File: src/rtl/core/assert_macros.svh
// ----------------------------------------------------------------------------
// Assertion macros
// Clocked property checks; compiled out when SYNTHESIS is defined.
// ----------------------------------------------------------------------------
`ifndef ASSERT_MACROS_SVH
`define ASSERT_MACROS_SVH

`ifndef SYNTHESIS
`define SPQ_ASSERT(lbl, clk, rstn, prop) \
	lbl: assert property (@(posedge clk) disable iff (!rstn) prop) \
		else $error("assertion failed");
`define SPQ_NEVER(lbl, clk, rstn, prop) \
	lbl: assert property (@(posedge clk) disable iff (!rstn) !(prop)) \
		else $error("forbidden condition seen");
`else
`define SPQ_ASSERT(lbl, clk, rstn, prop)
`define SPQ_NEVER(lbl, clk, rstn, prop)
`endif

`endif

File: src/rtl/core/spq_pkg.sv
// ----------------------------------------------------------------------------
// spq_pkg
// Shared widths, codes and types of the stable priority queue.
// ----------------------------------------------------------------------------
package spq_pkg;

	localparam int CAPACITY_DEF = 16;
	localparam int PRI_W        = 16;
	localparam int ID_W         = 32;
	localparam int CNT_OUT_W    = 5;

	localparam logic REQ_PUSH = 1'b0;
	localparam logic REQ_POP  = 1'b1;

	typedef enum logic {
		ST_IDLE,
		ST_EXEC
	} spq_state_t;

	typedef struct packed {
		logic load;
		logic exec;
	} spq_cmd_t;

endpackage

File: src/rtl/core/spq_if.sv
// ----------------------------------------------------------------------------
// spq_req_if / spq_rsp_if
// Valid/ready channels for queue requests and their results.
// ----------------------------------------------------------------------------
interface spq_req_if import spq_pkg::*; ();
	logic                    valid;
	logic                    ready;
	logic                    req_type;
	logic signed [PRI_W-1:0] in_priority;
	logic signed [ID_W-1:0]  in_id;

	modport source (output valid, req_type, in_priority, in_id, input ready);
	modport sink   (input valid, req_type, in_priority, in_id, output ready);
endinterface

interface spq_rsp_if import spq_pkg::*; ();
	logic                    valid;
	logic                    ready;
	logic                    pop_valid;
	logic signed [PRI_W-1:0] out_priority;
	logic signed [ID_W-1:0]  out_id;
	logic                    was_empty;
	logic                    push_dropped;
	logic [CNT_OUT_W-1:0]    entry_count;

	modport source (output valid, pop_valid, out_priority, out_id, was_empty,
		push_dropped, entry_count, input ready);
	modport sink   (input valid, pop_valid, out_priority, out_id, was_empty,
		push_dropped, entry_count, output ready);
endinterface

File: src/rtl/core/spq_datapath.sv
// ----------------------------------------------------------------------------
// spq_datapath
// Sorted slot array with per-slot compare and shift, fill counter and
// result register.
// ----------------------------------------------------------------------------
`include "assert_macros.svh"

module spq_datapath import spq_pkg::*; #(
	parameter int CAPACITY = CAPACITY_DEF,
	localparam int CW = $clog2(CAPACITY + 1)
) (
	input  logic                    clk,
	input  logic                    arst_n,
	input  spq_cmd_t                cmd,
	input  logic                    req_type,
	input  logic signed [PRI_W-1:0] in_priority,
	input  logic signed [ID_W-1:0]  in_id,
	output logic                    pop_valid,
	output logic signed [PRI_W-1:0] out_priority,
	output logic signed [ID_W-1:0]  out_id,
	output logic                    was_empty,
	output logic                    push_dropped,
	output logic [CNT_OUT_W-1:0]    entry_count
);

	logic                    req_type_q;
	logic signed [PRI_W-1:0] req_pri_q;
	logic signed [ID_W-1:0]  req_id_q;

	logic signed [PRI_W-1:0] pri_q [CAPACITY];
	logic signed [ID_W-1:0]  id_q  [CAPACITY];
	logic signed [PRI_W-1:0] pri_nxt [CAPACITY];
	logic signed [ID_W-1:0]  id_nxt  [CAPACITY];
	logic [CAPACITY-1:0]     gt;
	logic [CAPACITY-1:0]     at_end;

	logic [CW-1:0]           fill_q;
	logic [CW-1:0]           fill_nxt;
	logic [CW+CNT_OUT_W-1:0] fill_ext;
	logic                    full;
	logic                    empty;
	logic                    do_push;
	logic                    do_pop;

	logic                    pop_valid_q;
	logic signed [PRI_W-1:0] out_pri_q;
	logic signed [ID_W-1:0]  out_id_q;
	logic                    was_empty_q;
	logic                    dropped_q;
	logic [CNT_OUT_W-1:0]    count_q;

	assign full    = (fill_q == CW'(CAPACITY));
	assign empty   = (fill_q == '0);
	assign do_push = cmd.exec && (req_type_q == REQ_PUSH) && !full;
	assign do_pop  = cmd.exec && (req_type_q == REQ_POP) && !empty;

	always_comb begin
		fill_nxt = fill_q;
		if (do_push) begin
			fill_nxt = fill_q + CW'(1);
		end else if (do_pop) begin
			fill_nxt = fill_q - CW'(1);
		end
	end
	assign fill_ext = (CW + CNT_OUT_W)'(fill_nxt);

	// thermometer of stored slots that sort behind the new entry
	always_comb begin
		for (int i = 0; i < CAPACITY; i++) begin
			gt[i]     = (CW'(i) < fill_q) && (pri_q[i] > req_pri_q);
			at_end[i] = (CW'(i) == fill_q);
		end
	end

	always_comb begin
		int ip;
		int in;
		for (int i = 0; i < CAPACITY; i++) begin
			ip = (i == 0) ? 0 : i - 1;
			in = (i == CAPACITY - 1) ? i : i + 1;
			pri_nxt[i] = pri_q[i];
			id_nxt[i]  = id_q[i];
			if (do_pop) begin
				pri_nxt[i] = pri_q[in];
				id_nxt[i]  = id_q[in];
			end else if (do_push) begin
				if ((i != 0) && gt[ip]) begin
					pri_nxt[i] = pri_q[ip];
					id_nxt[i]  = id_q[ip];
				end else if (gt[i] || at_end[i]) begin
					pri_nxt[i] = req_pri_q;
					id_nxt[i]  = req_id_q;
				end
			end
		end
	end

	always_ff @(posedge clk) begin
		for (int i = 0; i < CAPACITY; i++) begin
			pri_q[i] <= pri_nxt[i];
			id_q[i]  <= id_nxt[i];
		end
	end

	always_ff @(posedge clk) begin
		if (cmd.load) begin
			req_type_q <= req_type;
			req_pri_q  <= in_priority;
			req_id_q   <= in_id;
		end
	end

	always_ff @(posedge clk or negedge arst_n) begin
		if (!arst_n) begin
			fill_q <= '0;
		end else begin
			fill_q <= fill_nxt;
		end
	end

	always_ff @(posedge clk) begin
		if (cmd.exec) begin
			pop_valid_q <= do_pop;
			out_pri_q   <= do_pop ? pri_q[0] : '0;
			out_id_q    <= do_pop ? id_q[0] : '0;
			was_empty_q <= (req_type_q == REQ_POP) && empty;
			dropped_q   <= (req_type_q == REQ_PUSH) && full;
			count_q     <= fill_ext[CNT_OUT_W-1:0];
		end
	end

	assign pop_valid    = pop_valid_q;
	assign out_priority = out_pri_q;
	assign out_id       = out_id_q;
	assign was_empty    = was_empty_q;
	assign push_dropped = dropped_q;
	assign entry_count  = count_q;

	`SPQ_NEVER(a_fill_bound, clk, arst_n, fill_q > CW'(CAPACITY))
	`SPQ_ASSERT(a_drop_full, clk, arst_n, (cmd.exec && req_type_q == REQ_PUSH && full) |=> (dropped_q && fill_q == CW'(CAPACITY)))
	`SPQ_ASSERT(a_pop_dec, clk, arst_n, (cmd.exec && req_type_q == REQ_POP && !empty) |=> (pop_valid_q && fill_q == $past(fill_q) - CW'(1)))

endmodule

File: src/rtl/core/spq_ctrl.sv
// ----------------------------------------------------------------------------
// spq_ctrl
// Request sequencer: accepts a request, runs the update, holds the result.
// ----------------------------------------------------------------------------
`include "assert_macros.svh"

module spq_ctrl import spq_pkg::*; (
	input  logic     clk,
	input  logic     arst_n,
	input  logic     in_valid,
	output logic     in_ready,
	output logic     out_valid,
	input  logic     out_ready,
	output spq_cmd_t cmd
);

	spq_state_t state_q;
	spq_state_t state_nxt;
	logic       out_valid_q;

	always_ff @(posedge clk or negedge arst_n) begin
		if (!arst_n) begin
			state_q <= ST_IDLE;
		end else begin
			state_q <= state_nxt;
		end
	end

	always_comb begin
		state_nxt = state_q;
		in_ready  = 1'b0;
		cmd       = '0;
		unique case (state_q)
			ST_IDLE: begin
				in_ready = !out_valid_q || out_ready;
				cmd.load = in_ready;
				if (in_valid && in_ready) begin
					state_nxt = ST_EXEC;
				end
			end
			ST_EXEC: begin
				cmd.exec  = 1'b1;
				state_nxt = ST_IDLE;
			end
			default: begin
				state_nxt = ST_IDLE;
			end
		endcase
	end

	always_ff @(posedge clk or negedge arst_n) begin
		if (!arst_n) begin
			out_valid_q <= 1'b0;
		end else if (cmd.exec) begin
			out_valid_q <= 1'b1;
		end else if (out_ready) begin
			out_valid_q <= 1'b0;
		end
	end

	assign out_valid = out_valid_q;

	`SPQ_ASSERT(a_exec_after_accept, clk, arst_n, (state_q == ST_EXEC) |-> $past(in_valid && in_ready))
	`SPQ_ASSERT(a_exec_slot_free, clk, arst_n, (state_q == ST_EXEC) |-> !out_valid_q)
	`SPQ_ASSERT(a_rsp_from_exec, clk, arst_n, $rose(out_valid_q) |-> $past(state_q == ST_EXEC))

endmodule

File: src/rtl/core/stable_priority_queue.sv
// Latency: a request is accepted, updated the next cycle, its result valid the cycle after.
// Request flow: a new request is accepted only once the last update is done and the result
// slot is free or being read; all slots compare and shift in parallel at any fill level.
// Reset: arst_n clears the sequencer, result valid and the fill count; slot contents are
// not reset and are read only below the fill count.
// ----------------------------------------------------------------------------
// stable_priority_queue
// Bounded priority queue, lowest priority first, equal priorities in arrival order.
// ----------------------------------------------------------------------------
module stable_priority_queue import spq_pkg::*; #(
	parameter int CAPACITY = CAPACITY_DEF
) (
	input  logic      clk,
	input  logic      arst_n,
	spq_req_if.sink   req,
	spq_rsp_if.source rsp
);

	spq_cmd_t cmd;

	spq_ctrl u_ctrl (
		.clk       (clk),
		.arst_n    (arst_n),
		.in_valid  (req.valid),
		.in_ready  (req.ready),
		.out_valid (rsp.valid),
		.out_ready (rsp.ready),
		.cmd       (cmd)
	);

	spq_datapath #(
		.CAPACITY (CAPACITY)
	) u_datapath (
		.clk          (clk),
		.arst_n       (arst_n),
		.cmd          (cmd),
		.req_type     (req.req_type),
		.in_priority  (req.in_priority),
		.in_id        (req.in_id),
		.pop_valid    (rsp.pop_valid),
		.out_priority (rsp.out_priority),
		.out_id       (rsp.out_id),
		.was_empty    (rsp.was_empty),
		.push_dropped (rsp.push_dropped),
		.entry_count  (rsp.entry_count)
	);

endmodule
File: src/flat_wrapper.sv
// flat-port wrapper written by rule: the top's interface ports become plain ports
module stable_priority_queue_flat import spq_pkg::*;
#(
	parameter int CAPACITY = CAPACITY_DEF
)
  (clk, arst_n, req_valid, req_req_type, req_in_priority, req_in_id, req_ready, rsp_valid, rsp_pop_valid, rsp_out_priority, rsp_out_id, rsp_was_empty, rsp_push_dropped, rsp_entry_count, rsp_ready);
  spq_req_if req_i ();
  spq_rsp_if rsp_i ();
  input  logic clk;
  input  logic arst_n;
  input wire logic [$bits(req_i.valid)-1:0] req_valid;
  input wire logic [$bits(req_i.req_type)-1:0] req_req_type;
  input wire logic [$bits(req_i.in_priority)-1:0] req_in_priority;
  input wire logic [$bits(req_i.in_id)-1:0] req_in_id;
  output wire logic [$bits(req_i.ready)-1:0] req_ready;
  output wire logic [$bits(rsp_i.valid)-1:0] rsp_valid;
  output wire logic [$bits(rsp_i.pop_valid)-1:0] rsp_pop_valid;
  output wire logic [$bits(rsp_i.out_priority)-1:0] rsp_out_priority;
  output wire logic [$bits(rsp_i.out_id)-1:0] rsp_out_id;
  output wire logic [$bits(rsp_i.was_empty)-1:0] rsp_was_empty;
  output wire logic [$bits(rsp_i.push_dropped)-1:0] rsp_push_dropped;
  output wire logic [$bits(rsp_i.entry_count)-1:0] rsp_entry_count;
  input wire logic [$bits(rsp_i.ready)-1:0] rsp_ready;
  assign req_i.valid = req_valid;
  assign req_i.req_type = req_req_type;
  assign req_i.in_priority = req_in_priority;
  assign req_i.in_id = req_in_id;
  assign req_ready = req_i.ready;
  assign rsp_valid = rsp_i.valid;
  assign rsp_pop_valid = rsp_i.pop_valid;
  assign rsp_out_priority = rsp_i.out_priority;
  assign rsp_out_id = rsp_i.out_id;
  assign rsp_was_empty = rsp_i.was_empty;
  assign rsp_push_dropped = rsp_i.push_dropped;
  assign rsp_entry_count = rsp_i.entry_count;
  assign rsp_i.ready = rsp_ready;
  stable_priority_queue #(.CAPACITY(CAPACITY)) u_core (.clk(clk), .arst_n(arst_n), .req(req_i), .rsp(rsp_i));
endmodule
File: config.mk
export PLATFORM = sky130hd
export DESIGN_NAME = stable_priority_queue_flat
export DESIGN_NICKNAME = d
export VERILOG_FILES = /design/src/rtl/core/spq_pkg.sv /design/src/rtl/core/spq_if.sv /design/src/rtl/core/spq_datapath.sv /design/src/rtl/core/spq_ctrl.sv /design/src/rtl/core/stable_priority_queue.sv /design/src/flat_wrapper.sv
export VERILOG_INCLUDE_DIRS = /design/src /design/src/rtl/core
export SDC_FILE = /design/constraint.sdc
export NUM_CORES = 2
export LEC_CHECK = 0
export BUFFER_PORTS_ARGS = -buffer_cell sky130_fd_sc_hd__buf_2
export CAP_MARGIN = 20
export CORE_ASPECT_RATIO = 0.7
export CORE_UTILIZATION = 53
export CTS_BUF_LIST = sky130_fd_sc_hd__clkbuf_8
export DETAILED_ROUTE_END_ITERATION = 6
export HOLD_SLACK_MARGIN = 0.12
export PLACE_DENSITY = 0.69
export SLEW_MARGIN = 20
export SYNTH_ARGS = -nofsm -noshare
export SYNTH_HDL_FRONTEND = slang
export SYNTH_SLANG_ARGS = --single-unit
File: constraint.sdc
create_clock -name clk -period 7.85 [get_ports clk]
set_input_delay 1.57 -clock clk [delete_from_list [all_inputs] [get_ports clk]]
set_output_delay 1.57 -clock clk [all_outputs]
set_load 0.005 [all_outputs]
* Word-level counts from Yosys, hierarchy flattened *
Memory sizes are Yosys's and may differ from the RTL's.
Index checks and enable logic that the tools add are counted.

word-level totals
  register bits = 112
  RAM bits = 768
  bits of input ports = 53
  output and inout bits = 58
  memories = 2

operators by class
  add/subtract/negate cells = 2
  magnitude comparators = 32
  equality and inequality tests = 16
  multiplexer cells = 134
  bitwise logic cells = 2
  reductions and logical operators = 45

memory list
  name                     words  bits a word  read ports  clocked after Yosys merged registers in  wr ports  RTL line            RTL
  u_core.u_datapath.id_q   16     32           16          0                                        16        spq_datapath.sv:31  logic signed [ID_W-1:0] id_q [CAPACITY];
  u_core.u_datapath.pri_q  16     16           16          0                                        16        spq_datapath.sv:30  logic signed [PRI_W-1:0] pri_q [CAPACITY];

operators with widths
  cell                 number
  $mux 32              63
  $mux 16              63
  $gt 16x16->1         16
  $eq 4x5->1 const A   8
  $lt 4x5->1 const A   8
  $logic_and 1x1->1    23
  $eq 3x5->1 const A   4
  $lt 3x5->1 const A   4
  $logic_or 1x1->1     17
  $eq 2x5->1 const A   2
  $lt 1x5->1 const A   2
  $lt 2x5->1 const A   2
  $mux 5               2
  $add 5x1->5 const B  1
  $eq 1x5->1 const A   1
  $eq 5x5->1 const B   1
  $logic_not 5->1      1
  $mux 1               5
  $sub 5x1->5 const B  1
  $logic_not 1->1      3
  $not 1->1            2
  $pmux 1 s2           1
  $reduce_bool 2->1    1

* Longest topological paths before layout *
An unclocked memory read counts as a cell.

  depth after elaboration = 8
  mapped depth = 14
  gate-level depth less buffers = 10

* Hierarchy *
Synthesis repeated with hierarchy kept, for this count alone.

second synthesis, totals
  cells, all modules = 4295
  area, all modules = 47614.4 um^2

modules (own cells, without submodules)
  module        instances  cells each  area each (um^2)  sequential area each (um^2)
  spq_datapath  1          4287        47513.1           26340.3
  spq_ctrl      1          8           101.3             50.0

* Least setup slack after synthesis *
Ideal clock, no wire load.

  path type = register to register
  start point = reg u_core.u_datapath.req_pri_q[5] (netlist name)
  end point = mem u_core.u_datapath.id_q[10][0], in the netlist u_core.u_datapath.id_q[1][64] (enable)
  library setup time = 520 ps
  arrival time = 5983 ps
  path slack = 1347 ps
  stages on the path, launching flop included = 12
  buffers on the path = 2
  clock period less this slack = 6503 ps
  cells stage by stage = edfxtp_1 > inv_1 > ha_1 > a41oi_1 > o21ai_0 > a21oi_1 > nor4b_1 > mux2_2 > clkbuf_1 > buf_4 > and3_1 > o21ai_0

RTL lines
  what              RTL line
  end: declaration  spq_datapath.sv:31

==> flow_summary.yaml <==
run_status:
  outcome: "finished, final reports clean"
synth:
  postSynthAreaPerCell_um2: 11.3
  synth_edf_count: 873
  yosysTopAreaCell: "edfxtp_1"
  synthCells: 4255
  synth_area_leaders: "edfxtp_1, mux2i_1, ha_1"
  async_reset_ff_frac: 0.00795
  synth-compound-area-share: 0.108
  synth_most_common_cell: "edfxtp_1"
  yosys_register_bits: 880
  synth_xor_xnor_area_share: 0.000729
  synth_top_area_frac: 0.546
  synthMuxAreaShare: 0.137
  synth_cell_types: 70
  synth.top_cells.by_count: "edfxtp_1, nand2_1, mux2i_1"
  synthAdderAreaFrac: 0.0680
  syn_area_um2: 48000
  ys_seq_area_frac: 0.549
  synth_top_family_by_area: "multiplexers"
  synth_ff_type: "edfxtp_1"
  synthesis.nets: 4569
  synth_warnings: 0
  synth_simple_gate_area_share: 0.103
timing:
  grt_setup_unrepaired: "false"
  finalSetupTns_ns: 0
  slew_headroom: 0.239
  setup_viol: 0
  post-route-period-util: 0.723
  max_freq_mhz: 176
  fin_hold_ws_ns: 0.518
  worstMarginPinSlew_ns: 1.14
  period_needed_ns: 5.68
  hold_viol: 0
  slew_viol_final: 0
  fin_ws_ns: 2.17
  clock_skew_ns: 0.0535
cts:
  post_cts_buffers: 0
  clk_path_buf_depth: 3
  clk_pin_slew_ns: 0.07
  cts_hold_buf: 0
  root_buffer: "clkbuf_8"
  cts.sinks: 880
  h-tree-depth: 4
  cts_resized: 0
  cts_buffers: 140
  clk_latency_ns: 0.87
  tritoncts: "built"
drt:
  drt_iter0_drc: 4015
  vias_per_cell: 6.17
  drc: 0
  wire_per_inst_um: 25.0
  wl_um: 139000
  ant_nets: 0
  vias: 34374
  firstDrtPassIters: 6
floorplan:
  core_area_um2: 88900
  top_level_ports: 111
  row_count: 91
  die_h_um: 254
  dieArea_um2: 91900
  die_w_um: 362
  start_util: 0.540
setup_path:
  worstReg2RegStart: "u_core.u_datapath.req_pri_q[15]"
  crit_chain: "inv_1, ha_1, nand4_1, or3_1, a21oi_1, nor4b_1, mux2_4, o311a_1, o21ai_4, buf_4"
  regToRegSetupSlack_ns: 2.17
  worst-path-buf-inv: 2
  critPathLaunchType: "flop"
  worstSetupPathType: "reg -> reg"
  path_max_fanout: 29
  endpoint_kind: "flop"
  cp.arrival_ns: 6.15
  worstPathRequired_ns: 8.32
  crit_path_top_delay_cell: "o21ai_4"
  max_stage_delay_ns: 0.83
  rr_worst_depth: 10
  timing.rr.end: "u_core.u_datapath.id_q[1][55]"
  crit_family: "compound AO/OA/AOI/OAI gates"
worst_hold_path:
  min_from: "u_core.u_datapath.id_q[1][244]"
  holdPathStages: 2
  worstHoldEndpoint: "u_core.u_datapath.id_q[1][212]"
  hold_path_class: "reg -> reg"
placed_design:
  gp_routability_congestion: 0.961
  port_buffers: 110
  place_area_um2: 49600
  pre_cts_ws_ns: 2.21
  dp_hpwl_um: 91800
global_route:
  grt_pass1_wl_um: 206000
  grt_max_degree: 261
  antenna_found_initial: 5
  grt_busiest_layer: "met1"
  use_met2: 0.383
  groute.usage.overall: 0.303
  grt_pass1_vias: 32311
  overflow: 0
  use_met1: 0.470
  grtUsageMet3: 0.114
flow_run:
  drv_cap: 0
final_layout:
  area_growth_pct: 8.60
  drive_gt1_frac: 0.0962
  fin_area_um2: 52200
  nNetsFinal: 4573
  fill_cells: 7288
pwr:
  power_leakage_nw: 20.4
  powerDensity_nw_per_um2: 371
  ir_worst_vdd_mv: 0.280
[kinds of logic after synthesis]
kind of cell    count (synthesis)
compound gates                941
fa+ha+maj                     261
buf+inv                       361
mux                           652
simple gates                 1156
xor+xnor                        4
flops                         880
[cell usage in the layout, fill, tap and decap left out, drive strengths merged, types with 8 or more instances in the layout]
master  netlist  final
clkbuf      201    145
inv          47    109
nand4        54     54
ha          261    261
o211ai       75     75
or3           8      8
nor3         12     12
mux2i       612    612
buf         113    176
nand2       850    850
o21ai       667    667
nor2b        13     13
mux2         40     40
and3          9      9
edfxtp      873    873
nor2         25     25
a21o         30     30
and2         50     50
clkinv        0     34
a21oi       106    106
nand3       100    100
[power by group]
group          leakage (nW)  switching (mW)  internal (mW)
Combinational          10.7            4.76           2.78
Sequential             8.26           0.974           7.11
Clock                  1.47            1.94           1.79
[layout make-up]
type | count | area, um2 | share of cell area
Sequential cell | 880 | 26400 | 0.506
Multi-Input combinational cell | 3014 | 20400 | 0.391
Clock buffer | 145 | 2000 | 0.0383
Tap cell | 1209 | 1510 | 0.0290
Timing Repair Buffer | 176 | 1180 | 0.0227
Clock inverter | 102 | 513 | 0.00983
Inverter | 47 | 184 | 0.00353
Antenna cell | 2 | 5.00 | 0.0000959
[metal layers]
metal / wire length [um] / part of all wire
met1: 65600 / 0.47
met5: 169 / 0.0012
met3: 18100 / 0.13
met4: 2830 / 0.020
met2: 52500 / 0.38
[worst reg2reg max path: stages (launching register included)]
cell and delay [ns]:
edfxtp_1 0.72, inv_1 0.51, ha_1 0.60, nand4_1 0.33, or3_1 0.54, a21oi_1 0.31
nor4b_1 0.12, mux2_4 0.52, o311a_1 0.22, o21ai_4 0.83, buf_4 0.59
[registers in the layout, summed over array words and instances, names as in the netlist]
name                            flops
u_core.u_ctrl.state_q               1
u_core.u_datapath.req_id_q         32
u_core.u_datapath.was_empty         1
u_core.u_datapath.id_q            512
u_core.u_datapath.out_priority     16
u_core.u_ctrl.out_valid             1
u_core.u_datapath.req_type_q        1
u_core.u_datapath.pop_valid         1
u_core.u_datapath.pri_q           256
u_core.u_datapath.fill_q            5
u_core.u_datapath.out_id           32
u_core.u_datapath.entry_count       5
u_core.u_datapath.push_dropped      1
u_core.u_datapath.req_pri_q        16
[per-stage QoR]
| stage | util | power [mW] | cells |
|---|---|---|---|
| finish | 0.587 | 19.3 | 5575 |
| global route | 0.587 | 20.2 | 5575 |
| CTS | 0.586 | 19.2 | 5571 |
| detailed placement | 0.558 | 15.4 | 5324 |
| global placement | 0.557 | 15.2 | 5322 |
| floorplan | - | 13.0 | 4255 |
[how the worst max path moves through the flow]
stage / end / slack (ns) / start / depth (start not counted)
after floorplan: u_core.u_datapath.id_q[1][64] / 1.35 / u_core.u_datapath.req_pri_q[5] / 11
after global placement: u_core.u_datapath.id_q[1][19] / 2.28 / u_core.u_datapath.req_pri_q[15] / 10
after detailed placement: u_core.u_datapath.id_q[1][19] / 2.21 / u_core.u_datapath.req_pri_q[15] / 10
after CTS: u_core.u_datapath.id_q[1][20] / 2.21 / u_core.u_datapath.req_pri_q[15] / 10
after global routing: u_core.u_datapath.id_q[1][54] / 2.06 / u_core.u_datapath.req_pri_q[15] / 10
final: u_core.u_datapath.id_q[1][55] / 2.17 / u_core.u_datapath.req_pri_q[15] / 10
(Power assumes the default switching activity.)
